## config.mk

```make
export PLATFORM = sky130hd
export DESIGN_NAME = scope_edge_trigger_capture_core_flat
export DESIGN_NICKNAME = d
export VERILOG_FILES = /design/src/rtl/core/setc_pkg.sv /design/src/rtl/core/setc_in_if.sv /design/src/rtl/core/setc_out_if.sv /design/src/rtl/core/setc_cfg_if.sv /design/src/rtl/core/setc_ring.sv /design/src/rtl/core/setc_ctrl.sv /design/src/rtl/core/scope_edge_trigger_capture_core.sv /design/src/flat_wrapper.sv
export SDC_FILE = /design/constraint.sdc
export NUM_CORES = 2
export LEC_CHECK = 0
export BUFFER_PORTS_ARGS = -buffer_cell sky130_fd_sc_hd__buf_2
export CORE_ASPECT_RATIO = 0.7
export CORE_MARGIN = 2
export CORE_UTILIZATION = 50
export DETAILED_ROUTE_END_ITERATION = 10
export PLACE_DENSITY = 0.66
export SKIP_LAST_GASP = 1
export SYNTH_ARGS = -nofsm -noshare
export SYNTH_HDL_FRONTEND = slang
export SYNTH_SLANG_ARGS = --single-unit
export TNS_END_PERCENT = 30
```

## constraint.sdc

```tcl
create_clock -name clk -period 10.35 [get_ports clk]
set_clock_uncertainty 0.15 [all_clocks]
set_input_delay 0.5175 -clock clk [delete_from_list [all_inputs] [get_ports clk]]
set_output_delay 0.5175 -clock clk [all_outputs]
set_load 0.01 [all_outputs]
```

## src/rtl/core/setc_pkg.sv

```systemverilog
`timescale 1ns / 1ps
`default_nettype none
// ----------------------------------------------------------------------------
// setc_pkg
// Shared types and constants for the scope edge trigger capture core.
// ----------------------------------------------------------------------------
package setc_pkg;

	localparam int LEVEL_BITS   = 12;
	localparam int FIELD_BITS   = 12;
	localparam int TIME_BITS    = 32;
	localparam int HOLDOFF_BITS = 16;
	localparam int INDEX_BITS   = 7;
	localparam int CFG_IDX_BITS = 2;
	localparam int CFG_DAT_BITS = 16;

	// register indexes on the configuration port
	localparam logic [CFG_IDX_BITS-1:0] CFG_LEVEL   = 2'd0;
	localparam logic [CFG_IDX_BITS-1:0] CFG_RISING  = 2'd1;
	localparam logic [CFG_IDX_BITS-1:0] CFG_HOLDOFF = 2'd2;

	// request opcodes
	localparam logic OP_SAMPLE = 1'b0;
	localparam logic OP_READ   = 1'b1;

	// configuration reset values
	localparam logic [LEVEL_BITS-1:0]   LEVEL_RST   = 12'd2109;
	localparam logic                    RISING_RST  = 1'b0;
	localparam logic [HOLDOFF_BITS-1:0] HOLDOFF_RST = 16'd300;

	typedef struct packed {
		logic                  op;
		logic [FIELD_BITS-1:0] sample;
		logic [TIME_BITS-1:0]  time_ms;
		logic [INDEX_BITS-1:0] read_index;
	} in_item_t;

	typedef struct packed {
		logic                  trigger_fired;
		logic                  captured;
		logic [INDEX_BITS-1:0] write_index;
		logic [FIELD_BITS-1:0] floor_level;
		logic [FIELD_BITS-1:0] read_value;
	} out_item_t;

endpackage

`default_nettype wire

```

## src/rtl/core/setc_in_if.sv

```systemverilog
`timescale 1ns / 1ps
`default_nettype none
// ----------------------------------------------------------------------------
// setc_in_if
// Request channel: sample and read requests with valid/ready.
// ----------------------------------------------------------------------------
interface setc_in_if;
	logic               valid;
	logic               ready;
	setc_pkg::in_item_t data;

	modport source (output valid, output data, input ready);
	modport sink   (input valid, input data, output ready);
endinterface

`default_nettype wire

```

## src/rtl/core/setc_out_if.sv

```systemverilog
`timescale 1ns / 1ps
`default_nettype none
// ----------------------------------------------------------------------------
// setc_out_if
// Result channel: one result per request with valid/ready.
// ----------------------------------------------------------------------------
interface setc_out_if;
	logic                valid;
	logic                ready;
	setc_pkg::out_item_t data;

	modport source (output valid, output data, input ready);
	modport sink   (input valid, input data, output ready);
endinterface

`default_nettype wire

```

## src/rtl/core/setc_cfg_if.sv

```systemverilog
`timescale 1ns / 1ps
`default_nettype none
// ----------------------------------------------------------------------------
// setc_cfg_if
// Configuration write channel: register index and write data.
// ----------------------------------------------------------------------------
interface setc_cfg_if;
	logic                                valid;
	logic                                ready;
	logic [setc_pkg::CFG_IDX_BITS-1:0]   index;
	logic [setc_pkg::CFG_DAT_BITS-1:0]   data;

	modport source (output valid, output index, output data, input ready);
	modport sink   (input valid, input index, input data, output ready);
endinterface

`default_nettype wire

```

## src/rtl/core/setc_ring.sv

```systemverilog
`timescale 1ns / 1ps
`default_nettype none
// ----------------------------------------------------------------------------
// setc_ring
// Capture ring storage: one write port, one read port, registered read data.
// ----------------------------------------------------------------------------
module setc_ring #(
	parameter int DEPTH = 128,
	parameter int WIDTH = 12
) (
	input  wire logic                     clk,
	input  wire logic                     we,
	input  wire logic [$clog2(DEPTH)-1:0] waddr,
	input  wire logic [WIDTH-1:0]         wdata,
	input  wire logic                     re,
	input  wire logic [$clog2(DEPTH)-1:0] raddr,
	output      logic [WIDTH-1:0]         rdata
);

	logic [WIDTH-1:0] mem [DEPTH];
	logic [WIDTH-1:0] rdata_q;

	always_ff @(posedge clk) begin
		if (we) begin
			mem[waddr] <= wdata;
		end
	end

	always_ff @(posedge clk) begin
		if (re) begin
			rdata_q <= mem[raddr];
		end
	end

	assign rdata = rdata_q;

endmodule

`default_nettype wire

```

## src/rtl/core/setc_ctrl.sv

```systemverilog
`timescale 1ns / 1ps
`default_nettype none
// ----------------------------------------------------------------------------
// setc_ctrl
// Trigger detection, holdoff, noise floor, ring pointers and configuration.
// ----------------------------------------------------------------------------
module setc_ctrl #(
	parameter int DEPTH       = 128,
	parameter int SAMPLE_BITS = 12
) (
	input  wire logic                     clk,
	input  wire logic                     arst_n,
	setc_cfg_if.sink                      cfg,
	input  wire logic                     acc,
	input  wire setc_pkg::in_item_t       item,
	output      logic                     mem_we,
	output      logic [$clog2(DEPTH)-1:0] mem_waddr,
	output      logic [((SAMPLE_BITS < setc_pkg::FIELD_BITS) ? SAMPLE_BITS
	                    : setc_pkg::FIELD_BITS)-1:0] mem_wdata,
	output      logic                     mem_re,
	output      logic [$clog2(DEPTH)-1:0] mem_raddr,
	output      setc_pkg::out_item_t      res,
	output      logic                     rd_ok
);

	localparam int AW = $clog2(DEPTH);
	localparam int FW = $clog2(DEPTH + 1);
	localparam int SW = (SAMPLE_BITS < setc_pkg::FIELD_BITS) ? SAMPLE_BITS
	                    : setc_pkg::FIELD_BITS;
	localparam int CW = (FW > setc_pkg::INDEX_BITS) ? FW : setc_pkg::INDEX_BITS;
	localparam logic [AW-1:0] PTR_LAST = AW'(DEPTH - 1);
	localparam logic [FW-1:0] FILL_FULL = FW'(DEPTH);

	logic [setc_pkg::LEVEL_BITS-1:0]   level_q;
	logic                              rising_q;
	logic [setc_pkg::HOLDOFF_BITS-1:0] holdoff_q;

	logic [AW-1:0]                     ptr_q;
	logic [FW-1:0]                     fill_q;
	logic [setc_pkg::FIELD_BITS-1:0]   prev_q;
	logic                              first_q;
	logic [setc_pkg::TIME_BITS-1:0]    last_q;
	logic                              captured_q;
	logic [setc_pkg::FIELD_BITS-1:0]   floor_q;

	logic [SW-1:0]                     s_trim;
	logic [setc_pkg::FIELD_BITS-1:0]   s;
	logic [setc_pkg::FIELD_BITS-1:0]   prev_eff;
	logic [setc_pkg::FIELD_BITS-1:0]   floor_eff;
	logic [setc_pkg::TIME_BITS-1:0]    elapsed;
	logic                              armed;
	logic                              hit;
	logic                              fire;
	logic                              is_sample;
	logic [AW-1:0]                     ptr_nx;
	logic [FW-1:0]                     fill_nx;
	logic [setc_pkg::FIELD_BITS-1:0]   floor_nx;

	assign cfg.ready = 1'b1;

	always_comb begin
		is_sample = (item.op == setc_pkg::OP_SAMPLE);
		s_trim    = item.sample[SW-1:0];
		s         = setc_pkg::FIELD_BITS'(s_trim);
		prev_eff  = first_q ? s : prev_q;
		floor_eff = first_q ? s : floor_q;
		elapsed   = item.time_ms - last_q;
		armed     = elapsed > setc_pkg::TIME_BITS'(holdoff_q);
		if (rising_q) begin
			hit = (s > level_q) && (prev_eff <= level_q);
		end else begin
			hit = (s < level_q) && (prev_eff >= level_q);
		end
		fire = hit && armed;

		// ring clear is a rewind of the fill count: entries at or above it read as zero
		if (fire) begin
			ptr_nx  = '0;
			fill_nx = '0;
		end else begin
			ptr_nx  = (ptr_q == PTR_LAST) ? '0 : ptr_q + AW'(1);
			fill_nx = (fill_q == FILL_FULL) ? fill_q : fill_q + FW'(1);
		end

		if (s < floor_eff) begin
			floor_nx = s;
		end else if (floor_eff < level_q) begin
			floor_nx = floor_eff + setc_pkg::FIELD_BITS'(1);
		end else begin
			floor_nx = floor_eff;
		end
	end

	assign mem_we    = acc && is_sample;
	assign mem_waddr = ptr_q;
	assign mem_wdata = s_trim;
	assign mem_re    = acc && !is_sample;
	assign mem_raddr = AW'(item.read_index);

	always_comb begin
		res = '0;
		if (is_sample) begin
			res.trigger_fired = fire;
			res.captured      = captured_q || fire;
			res.write_index   = setc_pkg::INDEX_BITS'(ptr_nx);
			res.floor_level   = floor_nx;
		end else begin
			res.captured      = captured_q;
			res.write_index   = setc_pkg::INDEX_BITS'(ptr_q);
			res.floor_level   = floor_q;
		end
		rd_ok = !is_sample && (CW'(item.read_index) < CW'(fill_q));
	end

	always_ff @(posedge clk or negedge arst_n) begin
		if (!arst_n) begin
			level_q   <= setc_pkg::LEVEL_RST;
			rising_q  <= setc_pkg::RISING_RST;
			holdoff_q <= setc_pkg::HOLDOFF_RST;
		end else if (cfg.valid) begin
			case (cfg.index)
				setc_pkg::CFG_LEVEL:   level_q   <= cfg.data[setc_pkg::LEVEL_BITS-1:0];
				setc_pkg::CFG_RISING:  rising_q  <= cfg.data[0];
				setc_pkg::CFG_HOLDOFF: holdoff_q <= cfg.data;
				default: ;
			endcase
		end
	end

	always_ff @(posedge clk or negedge arst_n) begin
		if (!arst_n) begin
			ptr_q      <= '0;
			fill_q     <= '0;
			prev_q     <= '0;
			first_q    <= 1'b1;
			last_q     <= '0;
			captured_q <= 1'b0;
			floor_q    <= '0;
		end else if (acc && is_sample) begin
			ptr_q   <= ptr_nx;
			fill_q  <= fill_nx;
			prev_q  <= s;
			first_q <= 1'b0;
			floor_q <= floor_nx;
			if (fire) begin
				last_q     <= item.time_ms;
				captured_q <= 1'b1;
			end
		end
	end

endmodule

`default_nettype wire

```

## src/rtl/core/scope_edge_trigger_capture_core.sv

```systemverilog
`timescale 1ns / 1ps
`default_nettype none
// ----------------------------------------------------------------------------
// scope_edge_trigger_capture_core
// Edge trigger with holdoff over a ring capture buffer for one scope channel.
// ----------------------------------------------------------------------------
// Takes one request per clock and returns its result in the cycle after accept;
// the delay comes from the ring's registered synchronous read, and the
// trigger, holdoff and noise floor update all fit in the accept cycle. While
// a result waits unaccepted the input is held off; a new request is taken in
// the same cycle the waiting result leaves, so a receiver that is always
// ready sees one result per clock. A trigger clears the ring by rewinding a
// fill count, so no clearing pass follows reset or a trigger. Configuration
// writes are always taken.
// ----------------------------------------------------------------------------
module scope_edge_trigger_capture_core #(
	parameter int DEPTH       = 128,
	parameter int SAMPLE_BITS = 12
) (
	input  wire logic clk,
	input  wire logic arst_n,
	setc_in_if.sink   item,
	setc_out_if.source result,
	setc_cfg_if.sink  cfg
);

	localparam int AW = $clog2(DEPTH);
	localparam int SW = (SAMPLE_BITS < setc_pkg::FIELD_BITS) ? SAMPLE_BITS
	                    : setc_pkg::FIELD_BITS;

	logic                acc;
	logic                mem_we;
	logic [AW-1:0]       mem_waddr;
	logic [SW-1:0]       mem_wdata;
	logic                mem_re;
	logic [AW-1:0]       mem_raddr;
	logic [SW-1:0]       mem_rdata;
	setc_pkg::out_item_t res;
	logic                rd_ok;

	logic                valid_s1;
	setc_pkg::out_item_t res_s1;
	logic                rd_ok_s1;

	assign item.ready = !valid_s1 || result.ready;
	assign acc        = item.valid && item.ready;

	setc_ctrl #(
		.DEPTH       (DEPTH),
		.SAMPLE_BITS (SAMPLE_BITS)
	) u_ctrl (
		.clk       (clk),
		.arst_n    (arst_n),
		.cfg       (cfg),
		.acc       (acc),
		.item      (item.data),
		.mem_we    (mem_we),
		.mem_waddr (mem_waddr),
		.mem_wdata (mem_wdata),
		.mem_re    (mem_re),
		.mem_raddr (mem_raddr),
		.res       (res),
		.rd_ok     (rd_ok)
	);

	setc_ring #(
		.DEPTH (DEPTH),
		.WIDTH (SW)
	) u_ring (
		.clk   (clk),
		.we    (mem_we),
		.waddr (mem_waddr),
		.wdata (mem_wdata),
		.re    (mem_re),
		.raddr (mem_raddr),
		.rdata (mem_rdata)
	);

	always_ff @(posedge clk or negedge arst_n) begin
		if (!arst_n) begin
			valid_s1 <= 1'b0;
		end else if (item.ready) begin
			valid_s1 <= item.valid;
		end
	end

	always_ff @(posedge clk) begin
		if (acc) begin
			res_s1   <= res;
			rd_ok_s1 <= rd_ok;
		end
	end

	always_comb begin
		result.data = res_s1;
		result.data.read_value = rd_ok_s1 ? setc_pkg::FIELD_BITS'(mem_rdata) : '0;
	end

	assign result.valid = valid_s1;

endmodule

`default_nettype wire

```

## src/flat_wrapper.sv

```systemverilog
// flat-port wrapper written by rule: the top's interface ports become plain ports
module scope_edge_trigger_capture_core_flat 
#(
	parameter int DEPTH       = 128,
	parameter int SAMPLE_BITS = 12
)
  (clk, arst_n, item_valid, item_data, item_ready, result_valid, result_data, result_ready, cfg_valid, cfg_index, cfg_data, cfg_ready);
  setc_in_if item_i ();
  setc_out_if result_i ();
  setc_cfg_if cfg_i ();
  input  wire logic clk;
  input  wire logic arst_n;
  input wire logic [$bits(item_i.valid)-1:0] item_valid;
  input wire logic [$bits(item_i.data)-1:0] item_data;
  output wire logic [$bits(item_i.ready)-1:0] item_ready;
  output wire logic [$bits(result_i.valid)-1:0] result_valid;
  output wire logic [$bits(result_i.data)-1:0] result_data;
  input wire logic [$bits(result_i.ready)-1:0] result_ready;
  input wire logic [$bits(cfg_i.valid)-1:0] cfg_valid;
  input wire logic [$bits(cfg_i.index)-1:0] cfg_index;
  input wire logic [$bits(cfg_i.data)-1:0] cfg_data;
  output wire logic [$bits(cfg_i.ready)-1:0] cfg_ready;
  assign item_i.valid = item_valid;
  assign item_i.data = item_data;
  assign item_ready = item_i.ready;
  assign result_valid = result_i.valid;
  assign result_data = result_i.data;
  assign result_i.ready = result_ready;
  assign cfg_i.valid = cfg_valid;
  assign cfg_i.index = cfg_index;
  assign cfg_i.data = cfg_data;
  assign cfg_ready = cfg_i.ready;
  scope_edge_trigger_capture_core #(.DEPTH(DEPTH), .SAMPLE_BITS(SAMPLE_BITS)) u_core (.clk(clk), .arst_n(arst_n), .item(item_i), .result(result_i), .cfg(cfg_i));
endmodule
```

---- Yosys cells after proc, flatten, opt, wreduce, memory -nomap -nowiden ----
Memories as Yosys holds them, arrays and structs flattened. A register that Yosys moved wholly into a read port is not among the register bits.
Cells that the tools add are included.
W data, S select, Z words.
word-level totals
  register bits ........................... 125
  bits in latches ......................... 0
  memory bits (writable) .................. 1536
  bits in read-only memories .............. 0
  input bits .............................. 75
  output and inout port bits .............. 36
  word-level logic and storage cells ...... 64
  memories ................................ 1
memories
  name               depth  bits a word  read ports  clocked after Yosys merged registers in  write ports  line             text
  u_core.u_ring.mem  128    12           1           1                                        1            setc_ring.sv:20  logic [WIDTH-1:0] mem [DEPTH];
cells by class
  add/subtract/negate cells ............... 4
  $mul .................................... 0
  div/mod/pow operators ................... 0
  order comparisons ....................... 8
  equal/unequal tests ..................... 5
  shifts and indexed selects .............. 0
  muxes and demuxes ....................... 13
  bitwise operators ....................... 1
  reduce and logical (&&, ||, !) cells .... 16
operator list
  operator                 count
  $mux W12                 5
  $lt A12 B12 Y1           3
  $gt A32 B16 Y1           1
  $sub A32 B32 Y32         1
  $mux W20                 1
  $mux W8                  2
  $mux W7                  2
  $add A12 B1 Y12 const B  1
  $ge A12 B12 Y1           1
  $gt A12 B12 Y1           1
  $le A12 B12 Y1           1
  $reduce_and A2 Y1        5
  $add A8 B1 Y8 const B    1
  $eq A8 B8 Y1 const B     1
  $lt A7 B8 Y1             1
  $add A7 B1 Y7 const B    1
  $eq A7 B7 Y1 const B     1
  $logic_and A1 B1 Y1      7
  $mux W1                  3
  $eq A2 B1 Y1 const B     1
  $eq A2 B2 Y1 const B     1
  $logic_not A2 Y1         1
  $logic_or A1 B1 Y1       2
  $ne A2 B2 Y1 const B     1
  2 further kinds          2

---- Depth between registers and ports, before layout ----
  depth in word-level cells ............... 7
  gate-level depth with buffers ........... 22
  depth with buffers taken out ............ 21

---- Hierarchy ----
A second synthesis with hierarchy kept.
second synthesis, totals
  cell total of the unflattened synthesis .. 3468
  area total of the unflattened synthesis .. 69260.2 um^2
modules (own cells, without submodules)
  module                           times used  cells an instance  area an instance (um^2)  seq. area each (um^2)
  setc_ring                        1           2362               59248.1                  46484.6
  setc_ctrl                        1           1067               9203.8                   2566.2
  scope_edge_trigger_capture_core  1           39                 808.3                    685.7

---- Worst setup path before layout ----
Ideal clock, no wire load.
  path kind ............................... input to register
  start point ............................. in item_data[7]
  end point ............................... reg u_core.u_ctrl.last_q[10] in the netlist's numbering
  setup time .............................. 0.127 ns
  arrival ................................. 4.803 ns
  data required time ...................... 10.073 ns
  slack ................................... 5.269 ns
  cell stages on the path ................. 22
  path buffers ............................ 1
  path through ............................ inv_1 > ha_1 > fa_1 > nand2b_1 > a21oi_2 > o21bai_1 > a211oi_2 > nor2_1 > xnor2_1 > ha_1 > nand4_1 > or4_1 > nor2_1 > a21oi_1 > a311oi_1 > nand4_1 > a2111o_1 > nor4_2 > a31oi_2 > nand2_2 > buf_6 > mux2_1
on the way
  cells in the longest elaborated chain, start to end .. 4
ends and longest elaborated chain
  element                             line                text
  start: declaration                  flat_wrapper.sv:14  input wire logic [$bits(item_i.data)-1:0] item_data;
  $sub A32 B32 Y32                    setc_ctrl.sv:67     elapsed = item.time_ms - last_q;
  $gt A32 B16 Y1                      setc_ctrl.sv:68     armed = elapsed > setc_pkg::TIME_BITS'(holdoff_q);
  $logic_and A1 B1 Y1                 setc_ctrl.sv:74     fire = hit && armed;
  $reduce_and A2 Y1 (no source line)  --
  end signal: assignment              setc_ctrl.sv:146    last_q <= item.time_ms;
  end: declaration                    setc_ctrl.sv:42     logic [setc_pkg::TIME_BITS-1:0] last_q;
No other way between the ends.
A chain may end at the register's enable or synchronous reset.

---- Worst setup path in the final report ----
  start point ............................. in item_data[11]
  end point ............................... reg u_core.u_ctrl.last_q[31] in the netlist's numbering
The elaborated chain is that of the path after synthesis.

==> results_dict.tcl <==
set metrics [dict create \
    status "finished clean" \
    comb_power_share_pct 14.5 \
    hold_viol 0 \
    area_delta_synth_final_pct 13.14 \
    crit_path_cell_trace "dlygate4sd3_1 > buf_2 > ha_1 > a21oi_1 > nor3b_1 > a21oi_1 > nor2_1 > nor2_1 > a31oi_1 > xnor2_1 > ha_1 > nand4_1 > or4_1 > nor2_1 > a21oi_1 > a311oi_1 > nand4_1 > a2111o_1 > nor4_2 > a31oi_2 > buf_4 > nand2_2 > mux2_2" \
    track_usage_pct 24.16 \
    internal_power_mw 11.66 \
    cts.sink_count 1673 \
    antenna_found_initial 13 \
    worstPathArrival_ns 6.84 \
    finalSetupViolCount 0 \
    rows 113 \
    async_flop_share_pct 6.157 \
    grt-ovfl-total 0 \
    power_mw 15.67 \
    seq_power_share_pct 49.3 \
    min_period_ns 6.326 \
    p_sw_mw 4.012 \
    path_clk_slew_ns 0.06 \
    dr.pass1.iters 7 \
    cts_max_level 4 \
    switching_share_pct 25.60 \
    worst-setup-path-type "primary input to flop" \
    gp_congestion 0.8409 \
    multi_input_area_um2 17780 \
    max_slew_margin_pct 11.78 \
    grt_max_degree 132 \
    fp.dieW_um 446.4 \
    maxCapViolCount 0 \
    fin_crit_sh_pct 61.12 \
    cpMaxStageDelayCell "nand2_2" \
    grt_pass1_vias 33970 \
    rsz0062_at_grt "false" \
    drc 0 \
    stdcell_count 5609 \
    vdd_drop_max_mv 0.1463 \
    clock_latency_ns 0.78 \
    crit_path_start_kind "primary input" \
    grt_pass1_wl_um 241900 \
    synthesis.area_um2 68490 \
    wirelength_um 166800 \
    max_stage_delay_ns 0.77 \
    post-route-util_pct 57.09 \
    endpoint_kind "flop" \
    drive_above_1_share_pct 28.25 \
    fp.dieArea_um2 140000 \
    cp_max_fo 35 \
    port_buffers 109 \
    nNetsFinal 3881 \
    synth-edff-count 1570 \
    p_leak_nw 25.42 \
    hold_ws_ns 0.07063 \
    drv_slew 0 \
    ff_latch_area_um2 49740 \
    place_inst 5271 \
    final.setup.tns_ns 0 \
    synth.distinct_cells 77 \
    final_antenna_net_count 0 \
    synth_nets 3571 \
    via_per_inst 6.186 \
    max_slew.worst_pin.slew_ns 1.323 \
    hp-class "primary input to flop" \
    dpl.hpwl_um 101400 \
    drt_iter0_markers 4452 \
    core_area_um2 135700 \
    die_y_um 313.7 \
    clk_path_buf_depth 3 \
    cp_data_required_time_ns 10.87 \
    fmax_mhz 158.1 \
    vias 34700 \
    ys.flop_type "edfxtp_1" \
    synth-seq-area-share_pct 72.62 \
    syn-instance-count 3392 \
    cts_tree "yes" \
    power.density_nw_per_um2 202.3 \
    ios 111 \
    synth_area_per_cell_um2 20.19 \
    root_buffer "clkbuf_16" \
    numCtsBuffers 154 \
    power_frac_clock_pct 36.2 \
    nFillCells 9954 \
    initial_core_util_pct 50.46 \
    ys_ff_latch 1673 \
    yosys_warnings 0 \
    wl_per_cell_um 29.74 \
]
==> per-layer routing <==
metal  part of all wire (%)  vias to the layer above  track usage [%]
li1                       -                    14570                -
met1                     44                    18300            37.56
met2                     43                     1614            33.79
met3                     11                      215            7.108
met4                    2.0                        4            5.871
met5                  0.014                        -                0
==> layout by cell type, fill, tap and decap left out, types with 20 or more instances in the layout <==
| cell | netlist | routed |
|---|---|---|
| buf_4 | 1 | 163 |
| dlygate4sd3_1 | 0 | 57 |
| clkbuf_16 | 0 | 159 |
| a21oi_1 | 71 | 71 |
| nand4_1 | 20 | 20 |
| clkinv_2 | 0 | 26 |
| mux2_1 | 26 | 26 |
| inv_1 | 99 | 99 |
| buf_2 | 5 | 92 |
| nor3_1 | 21 | 21 |
| nor2_1 | 182 | 165 |
| edfxtp_1 | 1570 | 1570 |
| clkinv_1 | 0 | 36 |
| mux2_2 | 53 | 53 |
| dfrtp_1 | 92 | 92 |
| xnor2_1 | 20 | 20 |
| nand2_1 | 125 | 124 |
| nand3_1 | 20 | 20 |
| mux4_2 | 504 | 504 |
| ha_1 | 103 | 103 |
| clkbuf_1 | 111 | 25 |
| o21ai_0 | 80 | 80 |
==> sequential cells by signal, summed over array words and instances (netlist names), 12 cells and up <==
name	flops
u_core.u_ctrl.level_q	12
u_core.u_ctrl.floor_q	12
u_core.u_ctrl.prev_q	12
u_core.result.data	21
u_core.u_ring.rdata	12
u_core.u_ctrl.holdoff_q	16
u_core.u_ring.mem	1536
u_core.u_ctrl.last_q	32
==> kinds of logic after synthesis <==
| group | Yosys count | share of synthesized area [%] |
|---|---|---|
| DFF | 1673 | 72.62 |
| muxes | 593 | 18.02 |
| and+or+nand+nor | 459 | 3.097 |
| AOI/OAI and AO/OA | 270 | 2.496 |
| buffers and inverters | 264 | 1.494 |
| adders and majority gates | 104 | 1.911 |
| xor gates and xnor gates | 28 | 0.3581 |
| other | 1 | 0.005475 |
==> worst max-delay path, delay by kind of cell <==
family,cells,cell delay (ns)
AO/OA/AOI/OAI,7,1.54
XOR/XNOR,1,0.10
adder cells (fa/ha/maj),2,0.65
AND/OR/NAND/NOR,9,2.67
buffers and inverters,3,0.90
multiplexers,1,0.42
==> final timing paths <==
kind | from | to | slack [ns] | cells past startpoint
setup reg to reg | u_core.u_ctrl.last_q[4] | u_core.u_ctrl.last_q[31] | 4.04 | 22
min in group asynchronous | arst_n | u_core.u_ctrl.last_q[11] | 0.18 | 2
max in group asynchronous | arst_n | u_core.u_ctrl.mem_waddr[5] | 8.64 | 3
hold reg to reg | u_core.u_ctrl.fill_q[0] | u_core.u_ctrl.fill_q[0] | 0.33 | 1
hold / removal | item_data[42] | u_core.u_ring.mem[87][3] | 0.07 | 1
setup / recovery | item_data[11] | u_core.u_ctrl.last_q[31] | 4.02 | 23
==> power by group through the flow <==
stage | Clock (mW) | Sequential [mW] | Combinational (mW)
after global placement | 0 | 7.86 | 2.19
after detailed placement | 0 | 7.87 | 2.22
after CTS | 5.75 | 7.72 | 2.25
final | 5.67 | 7.73 | 2.28
after floorplan | 0 | 7.81 | 1.53
after global routing | 6.02 | 7.74 | 2.50
==> synthesized netlist by cell type (13+ instances only) <==
cell type / instances / area [um2]
inv_1: 99 / 371.6
nand2b_1: 14 / 87.58
xnor2_1: 20 / 175.2
o21ai_0: 80 / 400.4
a21o_1: 17 / 127.6
buf_1: 45 / 168.9
clkbuf_1: 111 / 416.7
ha_1: 103 / 1289
mux2_2: 53 / 596.8
nand2_1: 125 / 469.2
nand3_1: 20 / 100.1
and2_1: 16 / 100.1
dfrtp_1: 92 / 2302
mux4_2: 504 / 11350
nand4_1: 20 / 125.1
edfxtp_1: 1570 / 47150
nor2_1: 182 / 683.2
nor2b_1: 13 / 81.33
mux2_1: 26 / 292.8
a21oi_1: 71 / 355.3
nor3_1: 21 / 105.1
==> stage by stage <==
step	setup WS, ns	area (um2)
after floorplan	5.269	68490
after global placement	3.946	71930
after detailed placement	3.813	71930
after CTS	4.077	77480
after global routing	3.578	77480
final	4.024	77480
==> cell type report <==
type / count / share of cell area (%)
antenna: 1 / 0.003230
clock buffer: 188 / 5.327
clock inverter: 92 / 1.106
inverter: 99 / 0.4796
multi-input combinational: 1455 / 22.95
sequential: 1673 / 64.19
tap: 1782 / 2.878
timing repair buffer: 319 / 3.066
==> repair_timing <==
item                                   in CTS  in global routing
endpoints found under the hold margin     135                  0
hold buffers                               57                  0
gates resized for setup                     0                  0
setup buffers                               0                  0
No activity file was read; power rests on OpenSTA's default activity.
